$ cat src/hw/rtl/qap_pkg.sv
// ----------------------------------------------------------------------------
// qap_pkg: shared types, constants and tables for the attitude propagator
// Holds the word formats, the controller states, the micro-op table for the
// shared multiplier, the CORDIC arctangent table and the output helpers.
// ----------------------------------------------------------------------------
package qap_pkg;

	// word formats
	localparam int QUAT_W            = 24;
	localparam int QFRAC             = QUAT_W - 2;
	localparam int RATE_W            = 16;
	localparam int BODY_W            = RATE_W + 1;
	localparam int ANGLE_W           = 16;
	localparam int DT_W              = 16;
	localparam int CFG_IDX_W         = 4;
	localparam int CFG_DATA_W        = 16;
	localparam int MA_W              = QUAT_W + 8;
	localparam int MB_W              = QUAT_W + 1;
	localparam int P_W               = MA_W + MB_W;
	localparam int ACC_W             = BODY_W + QUAT_W + 3;
	localparam int ANG_W             = QUAT_W + 6;
	localparam int SQ_W              = 2 * QFRAC + 2;
	localparam int X_W               = ANG_W + 12;
	localparam int Z_W               = 34;
	localparam int CORDIC_ITERATIONS = 16;
	localparam int CNT_W             = 5;
	localparam int OP_W              = 5;

	localparam logic [DT_W-1:0]         DT_RESET = DT_W'(66);
	localparam logic signed [ANG_W-1:0] ONE_ANG  = ANG_W'(1) <<< QFRAC;
	localparam logic [QUAT_W-1:0]       ONE_QUAT = QUAT_W'(1) << QFRAC;
	localparam logic [SQ_W-1:0]         SQ_TOP   = SQ_W'(1) << (2 * QFRAC);
	localparam logic signed [Z_W-1:0]   HALF_PI  = Z_W'(64'd1686629713);

	// micro-op range of the shared multiplier
	localparam logic [OP_W-1:0] OP_ANG_FIRST = OP_W'(16);
	localparam logic [OP_W-1:0] OP_LAST      = OP_W'(26);

	// configuration register indexes
	localparam logic [CFG_IDX_W-1:0] CFG_SAMPLE_PERIOD = CFG_IDX_W'(0);
	localparam logic [CFG_IDX_W-1:0] CFG_BIAS_X        = CFG_IDX_W'(1);
	localparam logic [CFG_IDX_W-1:0] CFG_BIAS_Y        = CFG_IDX_W'(2);
	localparam logic [CFG_IDX_W-1:0] CFG_BIAS_Z        = CFG_IDX_W'(3);

	typedef struct packed {
		logic                     command;
		logic signed [RATE_W-1:0] rate_x;
		logic signed [RATE_W-1:0] rate_y;
		logic signed [RATE_W-1:0] rate_z;
		logic signed [QUAT_W-1:0] load_w;
		logic signed [QUAT_W-1:0] load_x;
		logic signed [QUAT_W-1:0] load_y;
		logic signed [QUAT_W-1:0] load_z;
	} qap_in_t;

	typedef struct packed {
		logic signed [QUAT_W-1:0]  quat_w;
		logic signed [QUAT_W-1:0]  quat_x;
		logic signed [QUAT_W-1:0]  quat_y;
		logic signed [QUAT_W-1:0]  quat_z;
		logic signed [ANGLE_W-1:0] roll_angle;
		logic signed [ANGLE_W-1:0] pitch_angle;
		logic signed [ANGLE_W-1:0] yaw_angle;
	} qap_out_t;

	typedef enum logic [2:0] {
		ST_IDLE, ST_MUL_A, ST_MUL_B, ST_SQRT_GO, ST_SQRT_WAIT,
		ST_CRD_GO, ST_CRD_WAIT, ST_FINISH
	} qap_state_t;

	typedef enum logic [1:0] {ANG_ROLL, ANG_PITCH, ANG_YAW} qap_ang_t;

	typedef enum logic [3:0] {
		A_RX, A_RY, A_RZ, A_Q0, A_Q1, A_Q2, A_Q3, A_S, A_SP
	} qap_asel_t;

	typedef enum logic [2:0] {B_Q0, B_Q1, B_Q2, B_Q3, B_DT, B_SP} qap_bsel_t;

	typedef enum logic [2:0] {K_NOP, K_ACC, K_UPD, K_ANG, K_SQ} qap_kind_t;

	typedef struct packed {
		qap_asel_t asel;
		qap_bsel_t bsel;
		qap_kind_t kind;
		logic [2:0] dst;
		logic       neg;
	} qap_mop_t;

	// controller -> datapath
	typedef struct packed {
		logic            accept;
		logic            op_a;
		logic            op_b;
		logic [OP_W-1:0] op_idx;
		logic            sqrt_go;
		logic            cordic_go;
		qap_ang_t        ang_sel;
		logic            publish;
	} qap_cmd_t;

	// datapath -> controller
	typedef struct packed {
		logic sqrt_done;
		logic cordic_done;
		logic out_free;
	} qap_sts_t;

	// micro-op table: rate products, step updates, angle products, sp squared
	function automatic qap_mop_t qap_mop(input logic [OP_W-1:0] idx);
		qap_mop_t m;
		m = '{A_RX, B_Q0, K_NOP, 3'd0, 1'b0};
		case (idx)
			5'd0:  m = '{A_RX, B_Q1, K_ACC, 3'd0, 1'b1};
			5'd1:  m = '{A_RY, B_Q2, K_ACC, 3'd0, 1'b1};
			5'd2:  m = '{A_RZ, B_Q3, K_ACC, 3'd0, 1'b1};
			5'd3:  m = '{A_RX, B_Q0, K_ACC, 3'd1, 1'b0};
			5'd4:  m = '{A_RY, B_Q3, K_ACC, 3'd1, 1'b1};
			5'd5:  m = '{A_RZ, B_Q2, K_ACC, 3'd1, 1'b0};
			5'd6:  m = '{A_RX, B_Q3, K_ACC, 3'd2, 1'b0};
			5'd7:  m = '{A_RY, B_Q0, K_ACC, 3'd2, 1'b0};
			5'd8:  m = '{A_RZ, B_Q1, K_ACC, 3'd2, 1'b1};
			5'd9:  m = '{A_RX, B_Q2, K_ACC, 3'd3, 1'b1};
			5'd10: m = '{A_RY, B_Q1, K_ACC, 3'd3, 1'b0};
			5'd11: m = '{A_RZ, B_Q0, K_ACC, 3'd3, 1'b0};
			5'd12: m = '{A_S,  B_DT, K_UPD, 3'd0, 1'b0};
			5'd13: m = '{A_S,  B_DT, K_UPD, 3'd1, 1'b0};
			5'd14: m = '{A_S,  B_DT, K_UPD, 3'd2, 1'b0};
			5'd15: m = '{A_S,  B_DT, K_UPD, 3'd3, 1'b0};
			5'd16: m = '{A_Q2, B_Q3, K_ANG, 3'd0, 1'b0};
			5'd17: m = '{A_Q0, B_Q1, K_ANG, 3'd0, 1'b0};
			5'd18: m = '{A_Q1, B_Q1, K_ANG, 3'd1, 1'b0};
			5'd19: m = '{A_Q2, B_Q2, K_ANG, 3'd1, 1'b0};
			5'd20: m = '{A_Q1, B_Q3, K_ANG, 3'd2, 1'b0};
			5'd21: m = '{A_Q0, B_Q2, K_ANG, 3'd2, 1'b1};
			5'd22: m = '{A_Q1, B_Q2, K_ANG, 3'd3, 1'b0};
			5'd23: m = '{A_Q0, B_Q3, K_ANG, 3'd3, 1'b0};
			5'd24: m = '{A_Q2, B_Q2, K_ANG, 3'd4, 1'b0};
			5'd25: m = '{A_Q3, B_Q3, K_ANG, 3'd4, 1'b0};
			5'd26: m = '{A_SP, B_SP, K_SQ,  3'd0, 1'b0};
			default: m = '{A_RX, B_Q0, K_NOP, 3'd0, 1'b0};
		endcase
		return m;
	endfunction

	// arctan(2^-i) in Q.30
	function automatic logic signed [Z_W-1:0] qap_atan(input logic [CNT_W-1:0] i);
		logic [31:0] v;
		v = 32'h0;
		case (i)
			5'd0:  v = 32'h3243F6A8;
			5'd1:  v = 32'h1DAC6705;
			5'd2:  v = 32'h0FADBAFC;
			5'd3:  v = 32'h07F56EA6;
			5'd4:  v = 32'h03FEAB76;
			5'd5:  v = 32'h01FFD55B;
			5'd6:  v = 32'h00FFFAAA;
			5'd7:  v = 32'h007FFF55;
			5'd8:  v = 32'h003FFFEA;
			5'd9:  v = 32'h001FFFFD;
			5'd10: v = 32'h000FFFFF;
			5'd11: v = 32'h0007FFFF;
			5'd12: v = 32'h0003FFFF;
			5'd13: v = 32'h0001FFFF;
			5'd14: v = 32'h0000FFFF;
			5'd15: v = 32'h00007FFF;
			5'd16: v = 32'h00003FFF;
			5'd17: v = 32'h00001FFF;
			5'd18: v = 32'h00000FFF;
			5'd19: v = 32'h000007FF;
			5'd20: v = 32'h000003FF;
			5'd21: v = 32'h000001FF;
			5'd22: v = 32'h000000FF;
			5'd23: v = 32'h0000007F;
			default: v = 32'h0;
		endcase
		return Z_W'(v);
	endfunction

	// Q.30 angle to Q3.13, round half up, saturate
	function automatic logic signed [ANGLE_W-1:0] qap_angle_out(
		input logic signed [Z_W:0] z);
		logic signed [Z_W:0] t;
		logic signed [ANGLE_W-1:0] r;
		t = (z + (Z_W+1)'(65536)) >>> 17;
		if (t > (Z_W+1)'(32767))
			r = ANGLE_W'(32767);
		else if (t < -(Z_W+1)'(32768))
			r = ANGLE_W'(-32768);
		else
			r = ANGLE_W'(t);
		return r;
	endfunction

	// saturate an updated quaternion part
	function automatic logic signed [QUAT_W-1:0] qap_sat_quat(
		input logic signed [P_W:0] v);
		logic signed [QUAT_W-1:0] r;
		if (v > (P_W+1)'((64'sd1 <<< (QUAT_W-1)) - 1))
			r = {1'b0, {(QUAT_W-1){1'b1}}};
		else if (v < -(P_W+1)'(64'sd1 <<< (QUAT_W-1)))
			r = {1'b1, {(QUAT_W-1){1'b0}}};
		else
			r = QUAT_W'(v);
		return r;
	endfunction

endpackage

$ cat src/hw/rtl/qap_ctrl.sv
// ----------------------------------------------------------------------------
// qap_ctrl: sequencer for the attitude propagator
// Steps the multiplier micro-ops, then the square root, then three CORDIC
// runs, and hands the finished word to the output register.
// ----------------------------------------------------------------------------
module qap_ctrl import qap_pkg::*; (
	input  logic     clk,
	input  logic     arst_n,
	input  logic     in_valid,
	input  logic     in_load,
	output logic     in_ready,
	input  qap_sts_t sts,
	output qap_cmd_t cmd
);

	qap_state_t      state_q, state_d;
	logic [OP_W-1:0] idx_q, idx_d;
	qap_ang_t        sel_q, sel_d;

	always_ff @(posedge clk or negedge arst_n) begin
		if (!arst_n) begin
			state_q <= ST_IDLE;
			idx_q   <= '0;
			sel_q   <= ANG_ROLL;
		end else begin
			state_q <= state_d;
			idx_q   <= idx_d;
			sel_q   <= sel_d;
		end
	end

	// next state and commands
	always_comb begin
		state_d       = state_q;
		idx_d         = idx_q;
		sel_d         = sel_q;
		in_ready      = 1'b0;
		cmd           = '0;
		cmd.op_idx    = idx_q;
		cmd.ang_sel   = sel_q;
		case (state_q)
			ST_IDLE: begin
				in_ready   = 1'b1;
				cmd.accept = in_valid;
				if (in_valid) begin
					idx_d   = in_load ? OP_ANG_FIRST : '0;
					state_d = ST_MUL_A;
				end
			end
			ST_MUL_A: begin
				cmd.op_a = 1'b1;
				state_d  = ST_MUL_B;
			end
			ST_MUL_B: begin
				cmd.op_b = 1'b1;
				if (idx_q == OP_LAST) begin
					state_d = ST_SQRT_GO;
				end else begin
					idx_d   = idx_q + OP_W'(1);
					state_d = ST_MUL_A;
				end
			end
			ST_SQRT_GO: begin
				cmd.sqrt_go = 1'b1;
				state_d     = ST_SQRT_WAIT;
			end
			ST_SQRT_WAIT: begin
				if (sts.sqrt_done) begin
					sel_d   = ANG_ROLL;
					state_d = ST_CRD_GO;
				end
			end
			ST_CRD_GO: begin
				cmd.cordic_go = 1'b1;
				state_d       = ST_CRD_WAIT;
			end
			ST_CRD_WAIT: begin
				if (sts.cordic_done) begin
					if (sel_q == ANG_YAW) begin
						state_d = ST_FINISH;
					end else begin
						sel_d   = qap_ang_t'(sel_q + 2'd1);
						state_d = ST_CRD_GO;
					end
				end
			end
			ST_FINISH: begin
				if (sts.out_free) begin
					cmd.publish = 1'b1;
					state_d     = ST_IDLE;
				end
			end
			default: state_d = ST_IDLE;
		endcase
	end

endmodule

$ cat config.mk
export PLATFORM = sky130hd
export DESIGN_NAME = qap_ctrl
export DESIGN_NICKNAME = d
export VERILOG_FILES = /design/src/hw/rtl/qap_pkg.sv /design/src/hw/rtl/qap_ctrl.sv
export SDC_FILE = /design/constraint.sdc
export NUM_CORES = 1
export LEC_CHECK = 0
export BUFFER_PORTS_ARGS = -buffer_cell sky130_fd_sc_hd__buf_2
export CAP_MARGIN = 30
export CORE_MARGIN = 5
export CORE_UTILIZATION = 43
export DETAILED_ROUTE_END_ITERATION = 8
export GPL_ROUTABILITY_DRIVEN = 0
export PLACE_DENSITY = 0.72
export SLEW_MARGIN = 20
export SYNTH_ARGS = -nofsm -noshare
export SYNTH_HDL_FRONTEND = slang
export SYNTH_SLANG_ARGS = --single-unit
$ cat constraint.sdc
create_clock -name clk -period 1.5 [get_ports clk]
set_input_delay 0.15 -clock clk [delete_from_list [all_inputs] [get_ports clk]]
set_output_delay 0.15 -clock clk [all_outputs]
set_load 0.005 [all_outputs]
=== Word level (Yosys, flattened, before mapping) ===
Cells that the tools add are included.

* Memories: 0
* Register bits: 10
* Memory bits (writable): 0
* Output and inout bits: 14
* Bits in read-only memories: 0
* Bits in latches: 0

* Divide/modulo/power cells: 0
* Muxes and demuxes: 23
* Multipliers: 0
* $lt $le $gt $ge: 0
* Bitwise operators: 0
* Add/subtract/negate cells: 2
* Shift-type cells: 0
* Equality and inequality tests: 15
* Reduce and logical (&&, ||, !) cells: 6

{| class="wikitable"
|+ Operators by type and width
! operator !! number
|-
| $pmux 3 s8 || 1
|-
| $mux 5 || 3
|-
| $eq 3x3->1 const B || 4
|-
| $mux 3 || 4
|-
| $ne 2x2->1 const B || 6
|-
| $mux 2 || 5
|-
| $pmux 5 s2 || 1
|-
| $mux 1 || 8
|-
| $reduce_and 4->1 || 2
|-
| $eq 3x2->1 const B || 2
|-
| $add 5x1->5 const B || 1
|-
| $eq 5x5->1 const B || 1
|-
| $pmux 2 s2 || 1
|-
| $reduce_bool 2->1 || 2
|-
| $eq 3x1->1 const B || 1
|-
| $logic_not 3->1 || 1
|-
| $reduce_and 3->1 || 1
|-
| $add 2x1->2 const B || 1
|-
| $eq 2x2->1 const B || 1
|}

=== Logic depth before layout (Yosys ltp) ===
* Depth after elaboration: 4
* Mapped depth: 5
* Depth with buffers taken out: 5

=== Worst setup path before layout ===
Ideal clock, no wire load.

* Kind: register -> register
* Start point: register sel_q[0]
* End point: register sel_q[1]
* Stages on the path, launching flop included: 6
* Path buffers: 0
* Setup slack: -11 ps
* Library setup time: 151 ps
* Arrival: 1360 ps
* Cell sequence: dfrtp_1 inv_1 ha_1 nand2b_1 a2111oi_0 o22ai_1

* Cells in the longest elaborated chain, start to end: 4

{| class="wikitable"
|+ RTL lines
! element !! line !! source
|-
| start, declared || qap_ctrl.sv:18 || <nowiki>qap_ang_t sel_q, sel_d;</nowiki>
|-
| start signal, assigned || qap_ctrl.sv:28 || <nowiki>sel_q <= sel_d;</nowiki>
|-
| $add 2x1->2 || qap_ctrl.sv:82 || <nowiki>sel_d = qap_ang_t'(sel_q + 2'd1);</nowiki>
|-
| $mux 2 || qap_ctrl.sv:79 || <nowiki>if (sel_q == ANG_YAW) begin</nowiki>
|-
| $mux 2 || qap_ctrl.sv:78 || <nowiki>if (sts.cordic_done) begin</nowiki>
|-
| $pmux 2 s2 || qap_ctrl.sv:41 || <nowiki>case (state_q)</nowiki>
|}

Parallel ways exist; a longest one is shown, timed or not. The select of a mux whose other input is x is not followed.
A chain may end at the register's enable or synchronous reset.

==> reports/qor.yml <==
syn-mean-instance-area_um2: 8.383
synth_top_area_share: 0.3731
power_frac_seq: 0.318
power_switching_uw: 735.3
htreeDepth: 1
die_w_um: 49.49
total_power_uw: 1699
cts_tree: "done"
crit_start: "state_q[0]"
yosysMostFrequentCell: "dfrtp_1"
port_buffers: 20
max-cap-violations: 0
initial_core_util: 0.4504
crit_slowest_cell: "dfrtp_1"
required_ns: 1.35
syn_inst: 80
hpwl_um: 1169
end_kind: "output pin"
gr-usage-all-layers: 0.1337
slowest_delay_ns: 0.37
synth-main-ff-cell: "dfrtp_1"
ys_warn_count: 0
combPwrFrac: 0.535
crit_type: "flip-flop to output pin"
intPower_uw: 963.5
grt_pass1_wl_um: 2635
synthArstFlopShare: 1.000
fin_crit_sh: 0.9632
post_dp_cell_area_um2: 800.8
met2_usage: 0.2253
met1_usage: 0.1635
drtIter0Drc: 21
hp-class: "input port to flip-flop"
die_h_um: 49.49
layout_setup_ws_ns: 0.05525
critPathTopFamily: "flip-flops"
powerDensity_nw_per_um2: 1915
cp-start-kind: "flip-flop"
syn_area_um2: 670.6
hold_viol: 0
globalRoute.busiestLayer: "met2"
drive_gt1_frac: 0.3238
finalClockSkew_ns: 0.0005107
max_freq_mhz: 692.2
ios: 21
worstPathArrival_ns: 1.29
grt_max_degree: 13
ys_seq_elements: 10
rr_startpoint: "sel_q[0]"
clk_latency_ns: 0.27
setup_viol: 0
drtPass1Iterations: 4
area_delta_synth_final_pct: 32.28
cts.sink_count: 10
stdcell_area_um2: 887.1
numCtsBuffers: 3
ctsRootBufferMaster: "clkbuf_4"
clockPowerShare: 0.147
clkTransAtPathRegs_ns: 0.07
layout_min_cycle_time_ns: 1.445
worst_pin_slew_ns: 0.3022
vdd_ir_drop_max_mv: 0.9939
dieArea_um2: 2449
yosysSeqAreaShare: 0.3731
pre_cts_ws_ns: -0.05082
vias: 683
nets: 116
utilization: 0.5958
max_slew_margin: 0.7960
coreArea_um2: 1489
synth_cell_type_count: 30
path_max_fanout: 9
grt_remaining_overflow: 0
diodes: 0
syn_nets: 90
antenna_left: 0
wire_per_inst_um: 14.07
antenna_found_initial: 0
place_inst: 116
path_buf_inv: 2
worstHoldStart: "in_load"
p_leak_uw: 0.0004137
avgViaCountPerCell: 5.645
rows: 14
grt_pass1_vias: 621
met3_usage: 0.03012
synthTopCellsByCount: "10 x dfrtp_1, 8 x nand2_1, 7 x nor2_1, 6 x nand3_1, 6 x o21ai_0"
status: "completed"
synth_top_cell_by_area: "dfrtp_1"
final_cells: 121
synthTopCellsByArea: "dfrtp_1 37%, ha_1 5.6%, nand3_1 4.5%"
swShare: 0.4328
drv_slew: 0
drc_errors: 0
cts_buffer_depth: 2
worstPathCellList: "buf_4 -> nor2b_2 -> and2_1 -> buf_2"
wirelength_um: 1702
nFillCells: 142
synth-edff-count: 0
==> placed cells by master, fill, tap and decap left out <==
cell type | Yosys | final
buf_2 | 1 | 20
dfrtp_1 | 10 | 9
nand2_1 | 8 | 8
nor2_1 | 7 | 6
o21ai_0 | 6 | 6
nand3_1 | 6 | 6
inv_1 | 5 | 5
buf_4 | 0 | 5
and2_1 | 3 | 3
nand4b_1 | 3 | 3
o211ai_1 | 3 | 3
ha_1 | 3 | 3
clkbuf_4 | 0 | 3
nand4_1 | 2 | 2
mux2i_1 | 2 | 2
nor2b_1 | 3 | 2
nand2b_1 | 2 | 2
o31ai_1 | 2 | 2
nor2b_2 | 0 | 1
nor2_4 | 0 | 1
nor3_4 | 0 | 1
or2_1 | 1 | 1
and2b_1 | 1 | 1
a31oi_1 | 1 | 1
a22o_1 | 1 | 1
o311ai_0 | 1 | 1
a21oi_1 | 1 | 1
or4b_1 | 1 | 1
a2111oi_4 | 0 | 1
o22ai_1 | 1 | 1
clkbuf_8 | 0 | 1
dlygate4sd3_1 | 0 | 1
dfrtp_2 | 0 | 1
==> stage by stage <==
step	TNS [ns]	hold WS (ns)
floorplan	0	-0.1456
global placement	0	0.02646
detailed placement	-0.08312	0.02946
CTS	-0.07548	0.1315
global route	-0.02232	0.1615
finish	0	0.1352
==> worst paths after layout <==
check,end,cells past startpoint,slack (ns)
worst max-delay path,cmd[11],4,0.06
worst min-delay path,idx_q[4],3,0.14
worst max register to register,sel_q[0],5,0.09
worst min register to register,sel_q[0],2,0.56
max in group asynchronous,state_q[1],2,1.02
min in group asynchronous,idx_q[2],2,0.27
==> layer usage <==
layer	part of all wire	routed length, um
met1	0.42	723
met3	0.044	75
met4	0.020	34
met2	0.51	868
met5	0	0
==> sequential cells by signal, indices dropped and copies added, names as in the netlist <==
name / cells
idx_q: 5
state_q: 3
sel_q: 2
==> timing repair <==
action                     in CTS  in global routing
pin swaps                       0                  1
hold endpoints to repair       10                  0
hold buffers                    1                  0
resized for setup               1                  7
setup endpoints to repair       4                  6
buffers inserted                0                  0
==> power by group through the flow <==
stage                     logic, uW  registers, uW  clock network [uW]
final                           909            541                 249
after global routing           1010            564                 268
after CTS                       833            520                 254
after detailed placement        813            522                   0
after global placement          794            519                   0
after floorplan                 574            486                   0
==> worst min-delay path, cell delays in order <==
cell and delay (ns):
buf_2 0.08, nand3_1 0.06, nand4_1 0.08
==> cells by family after synthesis <==
logic type,count (synthesis),synth area share
and+or+nand+nor,38,0.3041
AOI/OAI and AO/OA,17,0.1660
buffers and inverters,10,0.07087
DFF,10,0.3731
adders and majority gates,3,0.05598
muxes,2,0.02985
==> final cells by class <==
class / count / area [um2] / area share
clock buffer: 4 / 36.28 / 0.04090
inverter: 5 / 18.77 / 0.02116
multi-input combinational: 60 / 412.9 / 0.4654
sequential: 10 / 251.5 / 0.2835
tap: 16 / 20.02 / 0.02257
timing repair buffer: 26 / 147.6 / 0.1664
(Power assumes the default switching activity.)
